$ cat config.mk
export PLATFORM = sky130hd
export DESIGN_NAME = gate_implication_rule
export DESIGN_NICKNAME = d
export VERILOG_FILES = /design/src/hdl/gir_pkg.sv /design/src/hdl/gir_eval.sv /design/src/hdl/gate_implication_rule.sv
export SDC_FILE = /design/constraint.sdc
export NUM_CORES = 1
export LEC_CHECK = 0
export BUFFER_PORTS_ARGS = -buffer_cell sky130_fd_sc_hd__buf_2
export CAP_MARGIN = 20
export CORE_ASPECT_RATIO = 0.6
export CORE_MARGIN = 4
export CORE_UTILIZATION = 50
export DETAILED_ROUTE_END_ITERATION = 12
export PLACE_DENSITY_LB_ADDON = 0.1
export SETUP_SLACK_MARGIN = 0.2
export SYNTH_ARGS = -nofsm -noshare
export SYNTH_HDL_FRONTEND = slang
export SYNTH_HIERARCHICAL = 1
export SYNTH_SLANG_ARGS = --single-unit
export TNS_END_PERCENT = 100
$ cat constraint.sdc
create_clock -name i_clk -period 2.95 [get_ports i_clk]
set_input_delay 0 -clock i_clk [delete_from_list [all_inputs] [get_ports i_clk]]
set_output_delay 0 -clock i_clk [all_outputs]
set_load 0.02 [all_outputs]
$ cat src/hdl/gir_pkg.sv
// Shared types for the gate implication rule block.
`default_nettype none
package gir_pkg;

    // Gate type codes carried on the command field
    typedef enum logic [2:0] {
        GATE_AND  = 3'd0,
        GATE_OR   = 3'd1,
        GATE_XOR  = 3'd2,
        GATE_XOR3 = 3'd3,
        GATE_MAJ  = 3'd4
    } t_gate;

    // Pin order in the pin vectors below
    localparam int unsigned PIN_A = 0;
    localparam int unsigned PIN_B = 1;
    localparam int unsigned PIN_C = 2;
    localparam int unsigned PIN_Y = 3;
    localparam int unsigned NPINS = 4;

    // One registered request
    typedef struct packed {
        logic [2:0]       cmd;
        logic [NPINS-1:0] known;
        logic [NPINS-1:0] value;
        logic [NPINS-1:0] negated;   // output pin entry is always 0
    } t_gate_in;

    // One evaluated result
    typedef struct packed {
        logic             conflict;
        logic [NPINS-1:0] imply;
        logic [NPINS-1:0] implied;
    } t_gate_res;

endpackage : gir_pkg
`default_nettype wire

$ cat src/hdl/gir_eval.sv
// Combinational implication rule for one gate: conflict check and implied pins.
`default_nettype none
module gir_eval (
    input  wire gir_pkg::t_gate_in  i_req,
    output gir_pkg::t_gate_res o_res
);
    import gir_pkg::*;

    logic [NPINS-1:0] lit;       // literal value seen at each pin
    logic [NPINS-1:0] kn;
    logic [NPINS-1:0] imp;
    logic [NPINS-1:0] ilit;      // implied literal value
    logic             cf;
    logic             cv;
    logic             nc;
    logic             ctrl;
    logic [NPINS-1:0] pmask;     // pins that take part in the parity
    logic [NPINS-1:0] punk;
    logic             par;
    logic [1:0]       nk_maj;
    logic [1:0]       sum_maj;
    logic [2:0]       unk_in;

    assign lit = i_req.value ^ i_req.negated;
    assign kn  = i_req.known;

    // Parity and majority helpers
    always_comb begin
        pmask = (i_req.cmd == GATE_XOR3) ? 4'b1111 : 4'b1011;
        punk  = pmask & ~kn;
        par   = ^(lit & kn & pmask);
        unk_in  = ~kn[2:0];
        nk_maj  = 2'(kn[PIN_A]) + 2'(kn[PIN_B]) + 2'(kn[PIN_C]);
        sum_maj = 2'(kn[PIN_A] & lit[PIN_A]) + 2'(kn[PIN_B] & lit[PIN_B])
                + 2'(kn[PIN_C] & lit[PIN_C]);
    end

    // Rule per gate type
    always_comb begin
        cf   = 1'b0;
        imp  = '0;
        ilit = '0;
        cv   = (i_req.cmd == GATE_OR);
        nc   = ~cv;
        ctrl = (kn[PIN_A] && lit[PIN_A] == cv) || (kn[PIN_B] && lit[PIN_B] == cv);
        case (t_gate'(i_req.cmd))
            GATE_AND, GATE_OR: begin
                if (kn[PIN_A] && kn[PIN_B]) begin
                    if (kn[PIN_Y]) begin
                        cf = lit[PIN_Y] != (ctrl ? cv : nc);
                    end else begin
                        imp[PIN_Y]  = 1'b1;
                        ilit[PIN_Y] = ctrl ? cv : nc;
                    end
                end else if (ctrl) begin
                    if (kn[PIN_Y]) begin
                        cf = lit[PIN_Y] != cv;
                    end else begin
                        imp[PIN_Y]  = 1'b1;
                        ilit[PIN_Y] = cv;
                    end
                end else if (kn[PIN_Y]) begin
                    if (lit[PIN_Y] == nc) begin
                        // output at non-controlled value forces every input
                        imp[PIN_A]  = ~kn[PIN_A];
                        imp[PIN_B]  = ~kn[PIN_B];
                        ilit[PIN_A] = nc;
                        ilit[PIN_B] = nc;
                    end else if (kn[PIN_A]) begin
                        imp[PIN_B]  = 1'b1;
                        ilit[PIN_B] = cv;
                    end else if (kn[PIN_B]) begin
                        imp[PIN_A]  = 1'b1;
                        ilit[PIN_A] = cv;
                    end
                end
            end
            GATE_XOR, GATE_XOR3: begin
                if (punk == '0) begin
                    cf = par;
                end else if ($countones(punk) == 1) begin
                    imp  = punk;
                    ilit = {NPINS{par}};
                end
            end
            GATE_MAJ: begin
                if (nk_maj == 2'd3) begin
                    if (kn[PIN_Y]) begin
                        cf = lit[PIN_Y] != sum_maj[1];
                    end else begin
                        imp[PIN_Y]  = 1'b1;
                        ilit[PIN_Y] = sum_maj[1];
                    end
                end else if (nk_maj == 2'd2) begin
                    if (sum_maj != 2'd1) begin
                        // two known inputs agree: they decide the output
                        if (kn[PIN_Y]) begin
                            cf = lit[PIN_Y] != sum_maj[1];
                        end else begin
                            imp[PIN_Y]  = 1'b1;
                            ilit[PIN_Y] = sum_maj[1];
                        end
                    end else if (kn[PIN_Y]) begin
                        imp[2:0]  = unk_in;
                        ilit[2:0] = {3{lit[PIN_Y]}};
                    end
                end else if (nk_maj == 2'd1 && kn[PIN_Y] && sum_maj[0] != lit[PIN_Y]) begin
                    imp[2:0]  = unk_in;
                    ilit[2:0] = {3{lit[PIN_Y]}};
                end
            end
            default: begin
            end
        endcase
    end

    // Conflict clears all implications; write back through the pin negation
    always_comb begin
        o_res.conflict = cf;
        o_res.imply    = cf ? '0 : imp;
        o_res.implied  = cf ? '0 : (imp & (ilit ^ i_req.negated));
    end

endmodule : gir_eval
`default_nettype wire

$ cat src/hdl/gate_implication_rule.sv
// Top level: request register, implication rule and result register.
//
// Usage: drive the gate type and the pin state on the i_ ports and pulse
// start. A request is taken at every rising edge where start is high and
// busy is low; busy never rises, so one request can be issued every cycle.
// The request is registered, evaluated by the rule logic, and the result
// is registered: o_done is high for exactly one cycle once the request has
// passed both registers, with o_conflict and the imply / implied pairs valid
// in that cycle only. Results come out in request order, one per request.
// Throughput is one gate per cycle; the rule logic between the two
// registers sets the cycle time.
// The receiver cannot hold results off and the block never waits on it.
// Synchronous active-low reset clears the request and result strobes, so
// no o_done appears for requests in flight at reset.
`default_nettype none
module gate_implication_rule (
    input  wire  i_clk,
    input  wire  i_rst_n,
    input  wire  start,
    output logic busy,
    input  wire  [2:0] i_cmd,
    input  wire  i_a_known,
    input  wire  i_a_value,
    input  wire  i_a_negated,
    input  wire  i_b_known,
    input  wire  i_b_value,
    input  wire  i_b_negated,
    input  wire  i_c_known,
    input  wire  i_c_value,
    input  wire  i_c_negated,
    input  wire  i_y_known,
    input  wire  i_y_value,
    output logic o_done,
    output logic o_conflict,
    output logic o_imply_a,
    output logic o_implied_a,
    output logic o_imply_b,
    output logic o_implied_b,
    output logic o_imply_c,
    output logic o_implied_c,
    output logic o_imply_y,
    output logic o_implied_y
);
    import gir_pkg::*;

    logic      r_req_vld;
    t_gate_in  r_req;
    t_gate_in  n_req;
    logic      r_res_vld;
    t_gate_res r_res;
    t_gate_res n_res;
    logic      accept;

    assign busy   = 1'b0;
    assign accept = start && !busy;

    // Pack the request
    always_comb begin
        n_req.cmd     = i_cmd;
        n_req.known   = {i_y_known, i_c_known, i_b_known, i_a_known};
        n_req.value   = {i_y_value, i_c_value, i_b_value, i_a_value};
        n_req.negated = {1'b0, i_c_negated, i_b_negated, i_a_negated};
    end

    // Request register
    always_ff @(posedge i_clk) begin
        if (!i_rst_n) begin
            r_req_vld <= 1'b0;
        end else begin
            r_req_vld <= accept;
        end
        if (accept) begin
            r_req <= n_req;
        end
    end

    gir_eval u_eval (
        .i_req (r_req),
        .o_res (n_res)
    );

    // Result register
    always_ff @(posedge i_clk) begin
        if (!i_rst_n) begin
            r_res_vld <= 1'b0;
        end else begin
            r_res_vld <= r_req_vld;
        end
        if (r_req_vld) begin
            r_res <= n_res;
        end
    end

    assign o_done      = r_res_vld;
    assign o_conflict  = r_res.conflict;
    assign o_imply_a   = r_res.imply[PIN_A];
    assign o_implied_a = r_res.implied[PIN_A];
    assign o_imply_b   = r_res.imply[PIN_B];
    assign o_implied_b = r_res.implied[PIN_B];
    assign o_imply_c   = r_res.imply[PIN_C];
    assign o_implied_c = r_res.implied[PIN_C];
    assign o_imply_y   = r_res.imply[PIN_Y];
    assign o_implied_y = r_res.implied[PIN_Y];

    // Each accepted request yields exactly one strobe, through the request and result registers
    a_latency: assert property (@(posedge i_clk) disable iff (!i_rst_n)
        accept |-> ##2 o_done) else $error("missing result strobe");
    a_no_extra: assert property (@(posedge i_clk) disable iff (!i_rst_n)
        !accept |-> ##2 !o_done) else $error("result without request");
    // A conflict never comes with an implication
    a_conflict_clean: assert property (@(posedge i_clk) disable iff (!i_rst_n)
        (o_done && o_conflict) |->
            !(o_imply_a || o_imply_b || o_imply_c || o_imply_y))
        else $error("implication reported with conflict");
    // Only unknown variables get implied (checked here on pins A and Y)
    a_imply_unknown: assert property (@(posedge i_clk) disable iff (!i_rst_n)
        o_done |-> !(o_imply_a && $past(i_a_known, 2))
                && !(o_imply_y && $past(i_y_known, 2)))
        else $error("known variable implied");

endmodule : gate_implication_rule
`default_nettype wire
==> impl_metrics.py, run 1 <==
metrics = {
    "outcome": {
        "run_status": "complete, no violations",
    },
    "clock_tree": {
        "cts_tree": "built",
        "cts_inserted_buffers": 3,
        "clock-root-buffer": "sky130_fd_sc_hd__clkbuf_8",
        "insertion_delay_ns": 0.28,
        "cts_max_path_buffers": 2,
        "cts_htree_levels": 1,
        "clkSlewWorstSetupHoldPaths_ns": 0.10,
        "cts.sinks": 25,
    },
    "worst_setup_path": {
        "worst-path-max-fanout": 6,
        "worstSetupPathDepth": 8,
        "timing_worst_setup_path_type": "reg -> reg",
        "cp.arrival_ns": 2.75,
        "slowest_stage": "sky130_fd_sc_hd__edfxtp_1",
        "cp_top_family": "simple AND/OR/NAND/NOR gates",
        "crit_buf_inv": 0,
        "crit-reg2reg-capture": "o_implied_c$_DFFE_PP_",
        "worst_r2r_path_depth": 8,
        "required_ns": 2.99,
        "timing.critical_path.from_type": "flop",
        "worstReg2RegStart": "r_req[0]$_DFFE_PP_",
        "timing.reg2reg.setup_slack_ns": 0.24,
        "worstPathCellList": "xor2_2 > and2_1 > fa_2 > nor2_1 > a31oi_1 > or3_4 > and3_1 > o21a_1",
        "timing.critical_path.to_type": "flop",
        "critPathMaxStageDelay_ns": 0.50,
        "setup.worst_path.start": "r_req[0]$_DFFE_PP_",
        "endpoint": "o_implied_c$_DFFE_PP_",
    },
    "synth": {
        "main_combinational_cell_family_by_area_after_synthesis": "compound AO/OA/AOI/OAI gates",
        "synth.avg_cell_area_um2": 11.35,
        "post_synthesis_simple_gate_area_fraction_pct": 16.21,
        "netlist-cell-type-count": 48,
        "yosys.area_share.adder_pct": 6.516,
        "post_synth_xor_area_fraction_pct": 5.263,
        "postSynthRegisterBits": 25,
        "synth_sequential_area_ratio_pct": 48.79,
        "ys.warnings.count": 6,
        "synthArstFlopShare_pct": 0,
        "yosysTopAreaCellShare_pct": 46.12,
        "synthCells": 132,
        "ys_top_cells_by_area": "sky130_fd_sc_hd__edfxtp_1 (46%), sky130_fd_sc_hd__fa_1 (4.0%), sky130_fd_sc_hd__xor2_1 (2.9%)",
        "synth-edff-count": 23,
        "post_synth_instance_area_um2": 1498,
        "yosysTopAreaCell": "sky130_fd_sc_hd__edfxtp_1",
        "synth_top_flop_cell": "sky130_fd_sc_hd__edfxtp_1",
        "synthMuxAreaShare_pct": 1.337,
        "synth-compound-area-share_pct": 18.55,
    },
    "cells_and_area": {
        "layout_nets": 210,
        "design_area_um2": 1997,
        "diodes": 0,
        "layout-drive-gt1-share_pct": 28.49,
        "layout.cells.most_common": "sky130_fd_sc_hd__buf_2",
        "final_cell_mix": "sky130_fd_sc_hd__buf_2 (26), sky130_fd_sc_hd__edfxtp_1 (23), sky130_fd_sc_hd__dlygate4sd3_1 (15)",
        "fillerInstances": 214,
        "area_growth_pct": 33.33,
    },
    "routing": {
        "drt_drc_violations_left": 0,
        "detailedRoute.firstPassIterationCount": 4,
        "met3RoutedLength_um": 305,
        "wl_met2_um": 1716,
        "vias": 1304,
        "wire_per_inst_um": 16.12,
        "wirelength_met1_um": 1608,
        "top_layer": "met4",
        "drt_iter0_markers": 137,
        "drtAntennaViolNets": 0,
        "post_drt_via_cell_ratio": 5.719,
        "drt-total-wl_um": 3675,
    },
    "pwr": {
        "clock_power_share_pct": 24.0,
        "total_leakage_power_nw": 0.8060,
        "share_of_total_power_consumed_by_net_switching_pct": 31.66,
        "vdd_ir_drop_max_uv": 313.1,
        "net-switching-power_mw": 0.2898,
        "combPwrFrac_pct": 28.0,
        "power.density_nw_per_um2": 458.2,
        "power.share.sequential_pct": 48.0,
        "power.internal_mw": 0.6253,
    },
    "sta": {
        "clock-skew-final_ns": 0.01158,
        "timing.final.crit_share_pct": 92.01,
        "final_critical_path_setup_slack_ns": 0.2358,
        "timing.slew.headroom_pct": 63.55,
        "finalHoldWorstSlack_ns": 0.1226,
        "timing.final.crit_period_ns": 2.714,
        "rsz_0062_raised_after_global_routing": "yes",
        "timing.final.setup_violations": 0,
        "final_max_slew_viol_count": 0,
        "timing.final.hold_violations": 0,
        "totalNegativeSetupSlack_ns": 0,
        "clock.fmax_mhz": 368.4,
        "worst_slew_pin_slew_ns": 0.5429,
    },
    "global_routing": {
        "grt_overflow": 0,
        "global_route_wire_length_before_repair_um": 5395,
        "grt_start_max_net_pins": 17,
        "antenna_found_initial": 0,
        "global_route.usage.total_pct": 17.93,
        "first_global_vias": 1147,
    },
    "placed_design": {
        "numPortBuffers": 26,
        "placed_cell_area_um2": 1683,
        "place.gp.congestion": 0.8885,
        "place_ws_ns": 0.2274,
        "hpwlAfterDp_um": 2337,
    },
    "die": {
        "pin_count": 28,
        "placementRows": 15,
        "die-height_um": 50.40,
        "die_w_um": 78.66,
        "initial_core_util_pct": 52.16,
        "core_area_um2": 2872,
        "floorplan.die_area_um2": 3964,
    },
    "min_path": {
        "worstHoldStart": "start",
        "hold_path.class": "in -> reg",
    },
    "flow_run": {
        "max_cap_violations": 0,
    },
}
## area by class of cell
class	count	area, um^2	area share (%)
clock buffer	3	41.29	2.068
clock inverter	1	8.758	0.4386
inverter	7	26.28	1.316
multi-input combinational	101	797.0	39.91
sequential	25	730.7	36.59
tap	42	52.55	2.632
timing repair buffer	49	340.3	17.04
## logic make-up after synthesis
logic type	Yosys count
adder cells (fa/ha/maj)	6
multiplexers	2
AND/OR/NAND/NOR	44
XOR/XNOR	9
flip-flops	25
other	1
buffers and inverters	10
AO/OA/AOI/OAI	35
## per-stage QoR
step	power [mW]	instances	utilization, %
after CTS	0.8774	221	65.58
after floorplan	0.5903	136	-
final	0.9151	228	69.54
after detailed placement	0.6464	202	58.61
after global placement	0.6379	202	58.61
after global routing	0.9556	228	69.54
## what timing repair did
item,4_1_cts,5_1_grt
endpoints found under the setup margin,0,6
gates resized for setup,0,13
endpoints found under the hold margin,16,0
buffers inserted,0,7
hold buffers,15,0
## power by group through the flow
| stage | clock (mW) | sequential (mW) | combinational (mW) |
|---|---|---|---|
| 6_report | 0.220 | 0.439 | 0.256 |
| 5_1_grt | 0.236 | 0.442 | 0.277 |
| 4_1_cts | 0.223 | 0.439 | 0.216 |
| 3_5_place_dp | 0 | 0.447 | 0.199 |
| 3_3_place_gp | 0 | 0.446 | 0.192 |
| 2_1_floorplan | 0 | 0.446 | 0.145 |
## sequential cells by signal, summed over array words and instances (netlist names)
name,count
o_imply_c,1
o_imply_b,1
r_req,14
o_implied_b,1
o_implied_c,1
o_imply_a,1
o_implied_a,1
o_imply_y,1
o_done,1
o_implied_y,1
o_conflict,1
r_req_vld,1
## Yosys cell counts, drive strengths merged (2+ instances only)
cell,number
nor2,9
a211o,2
nand4,2
o221ai,2
edfxtp,23
dfxtp,2
xnor2,4
nand2,10
o21a,2
a22oi,3
mux2i,2
fa,3
xor2,5
o211a,2
nand2b,2
a211oi,4
buf,3
a21oi,4
a31oi,3
and2,5
and3,2
ha,3
nor2b,2
o211ai,3
inv,7
nand3,3
## metal layers
metal  track usage [%]  vias up
met4             5.233        0
met3             4.480        6
met5                 0        -
met2             28.45       61
met1             24.40      633
li1                  -      604
## how the worst min path moves through the flow
stage | end | slack, ns | depth (start not counted)
6_report | r_req[5]$_DFFE_PP_ | 0.12 | 1
5_1_grt | r_req[0]$_DFFE_PP_ | 0.13 | 1
4_1_cts | r_req[5]$_DFFE_PP_ | 0.12 | 1
3_5_place_dp | r_req[14]$_DFFE_PP_ | 0.18 | 1
3_3_place_gp | r_req[1]$_DFFE_PP_ | 0.18 | 1
2_1_floorplan | r_req[0]$_DFFE_PP_ | 0.1 | 0
(Power assumes the default switching activity.)
==> run 2, diff against run 1 <==
--- a/config.mk
+++ b/config.mk
@@ -5,12 +5,12 @@
 export SDC_FILE = /design/constraint.sdc
 export NUM_CORES = 1
 export LEC_CHECK = 0
-export BUFFER_PORTS_ARGS = -buffer_cell sky130_fd_sc_hd__buf_2
 export CAP_MARGIN = 20
 export CORE_ASPECT_RATIO = 0.6
 export CORE_MARGIN = 4
 export CORE_UTILIZATION = 50
 export DETAILED_ROUTE_END_ITERATION = 12
+export DONT_BUFFER_PORTS = 1
 export PLACE_DENSITY_LB_ADDON = 0.1
 export SETUP_SLACK_MARGIN = 0.2
 export SYNTH_ARGS = -nofsm -noshare
==> run 2 against run 1 <==
Combinational power is 12% lower. Sequential power is 2% higher. Sequential share of layout area increased by 2.6 points. First-iteration DRC count shrank 15%.
==> impl_metrics.py, run 2 (same netlist as run 1, synthesis figures left out) <==
metrics = {
    "outcome": {
        "run_status": "complete, no violations",
    },
    "sta": {
        "worst_slew_pin_slew_ns": 0.5992,
        "finalHoldWorstSlack_ns": 0.3470,
        "timing.final.crit_share_pct": 90.16,
        "clock-skew-final_ns": 0.001160,
        "timing.final.crit_period_ns": 2.660,
        "timing.slew.headroom_pct": 59.92,
        "clock.fmax_mhz": 376.0,
        "timing.final.setup_violations": 0,
        "timing.final.hold_violations": 0,
        "totalNegativeSetupSlack_ns": 0,
        "final_max_slew_viol_count": 0,
        "rsz_0062_raised_after_global_routing": "no",
        "final_critical_path_setup_slack_ns": 0.2902,
    },
    "clock_tree": {
        "cts_tree": "built",
        "cts_inserted_buffers": 3,
        "cts_htree_levels": 1,
        "clkSlewWorstSetupHoldPaths_ns": 0.09,
        "cts_max_path_buffers": 2,
        "insertion_delay_ns": 0.27,
        "cts.sinks": 25,
        "clock-root-buffer": "sky130_fd_sc_hd__clkbuf_8",
    },
    "worst_setup_path": {
        "timing_worst_setup_path_type": "reg -> reg",
        "required_ns": 2.97,
        "worst-path-max-fanout": 5,
        "timing.critical_path.from_type": "flop",
        "worstPathCellList": "fa_1 > nor2_1 > ha_1 > nor2_1 > o2111ai_1 > a21o_1 > buf_4 > a31oi_1 > a311oi_1",
        "slowest_stage": "sky130_fd_sc_hd__fa_1",
        "timing.critical_path.to_type": "flop",
        "cp.arrival_ns": 2.68,
        "critPathMaxStageDelay_ns": 0.63,
        "most_used_cell_along_the_critical_path": "sky130_fd_sc_hd__nor2_1",
    },
    "global_routing": {
        "first_global_vias": 1068,
        "global_route.usage.total_pct": 16.88,
        "grt_overflow": 0,
        "grt_start_max_net_pins": 17,
        "global_route_wire_length_before_repair_um": 5140,
        "antenna_found_initial": 0,
    },
    "die": {
        "placementRows": 15,
        "core_area_um2": 2872,
        "pin_count": 28,
        "die_w_um": 78.66,
        "die-height_um": 50.40,
        "initial_core_util_pct": 52.16,
        "floorplan.die_area_um2": 3964,
    },
    "placed_design": {
        "numPortBuffers": 0,
        "place_ws_ns": 0.1794,
        "place.gp.congestion": 0.9502,
        "placed_cell_area_um2": 1553,
        "hpwlAfterDp_um": 2396,
    },
    "routing": {
        "drt_drc_violations_left": 0,
        "drtAntennaViolNets": 0,
        "vias": 1154,
        "drt-total-wl_um": 3249,
        "drt_iter0_markers": 116,
        "wire_per_inst_um": 15.85,
        "post_drt_via_cell_ratio": 5.629,
        "detailedRoute.firstPassIterationCount": 4,
    },
    "pwr": {
        "total_leakage_power_nw": 0.7094,
        "vdd_ir_drop_max_uv": 345.4,
        "power.density_nw_per_um2": 474.1,
    },
    "cells_and_area": {
        "layout.cells.most_common": "sky130_fd_sc_hd__edfxtp_1",
        "layout_nets": 187,
        "fillerInstances": 219,
        "diodes": 0,
        "largest_reg_flops": 14,
        "area_growth_pct": 24.48,
        "design_area_um2": 1864,
        "max_flop_register": "r_req",
        "final_cell_mix": "sky130_fd_sc_hd__edfxtp_1 (23), sky130_fd_sc_hd__dlygate4sd3_1 (16), sky130_fd_sc_hd__buf_4 (10), sky130_fd_sc_hd__nand2_1 (10), sky130_fd_sc_hd__nor2_1 (8)",
        "layout-drive-gt1-share_pct": 15.34,
    },
    "min_path": {
        "hold_path.class": "in -> reg",
    },
    "flow_run": {
        "max_cap_violations": 0,
    },
}
[run 2: power breakdown]
| part | total, mW | switching (mW) | internal, mW |
|---|---|---|---|
| Clock | 0.211 | 0.112 | 0.0990 |
| Combinational | 0.226 | 0.123 | 0.103 |
| Sequential | 0.447 | 0.0340 | 0.413 |
| Total | 0.884 | 0.269 | 0.615 |
[run 2: worst paths after layout]
kind | slack, ns | cells past startpoint | endpoint | startpoint
max | 0.29 | 9 | o_implied_a$_DFFE_PP_ | r_req[9]$_DFFE_PP_
min | 0.35 | 1 | r_req[13]$_DFFE_PP_ | i_cmd[1]
max reg2reg | 0.29 | 9 | o_implied_a$_DFFE_PP_ | r_req[9]$_DFFE_PP_
min reg2reg | 0.68 | 0 | o_imply_b$_DFFE_PP_ | r_req_vld$_SDFF_PN0_
[run 2: timing repair]
item | 4_1_cts | 5_1_grt
hold buffers | 16 | 0
endpoints found under the hold margin | 30 | 0
buffers inserted | 0 | 9
pin swaps | 0 | 2
gates resized for setup | 1 | 6
setup endpoints to repair | 1 | 5
[run 2: through the flow]
stage               power, mW  util (%)  std cells
CTS                    0.8682     61.57        196
finish                 0.8839     64.92        205
floorplan              0.5903         -        136
global route           0.9377     64.92        205
detailed placement     0.6325     54.07        176
global placement       0.6262     54.07        176
[run 2: critical path: cells and delay by family, from the launching register on]
kind	cells	cell delay (ns)
and+or+nand+nor	2	0.22
AOI/OAI and AO/OA	4	0.63
adders and majority gates	2	0.92
DFF	1	0.49
buffers and inverters	1	0.16
[run 2: metal layers]
metal | GRT usage (%) | part of all wire (%) | vias to the layer above
met4 | 2.907 | 0.31 | 0
met5 | 0 | 0 | -
met1 | 23.01 | 45 | 529
met2 | 26.48 | 44 | 63
li1 | - | - | 560
met3 | 5.735 | 11 | 2
[run 2: cell type report]
cell class | instances | area, um^2 | share of cell area [%]
multi-input cells | 101 | 769.5 | 41.28
flip-flops and latches | 25 | 730.7 | 39.19
repair buffers | 26 | 235.2 | 12.62
well taps | 42 | 52.55 | 2.819
clock buffers | 3 | 41.29 | 2.215
inverters | 7 | 26.28 | 1.409
clock inverters | 1 | 8.758 | 0.4698
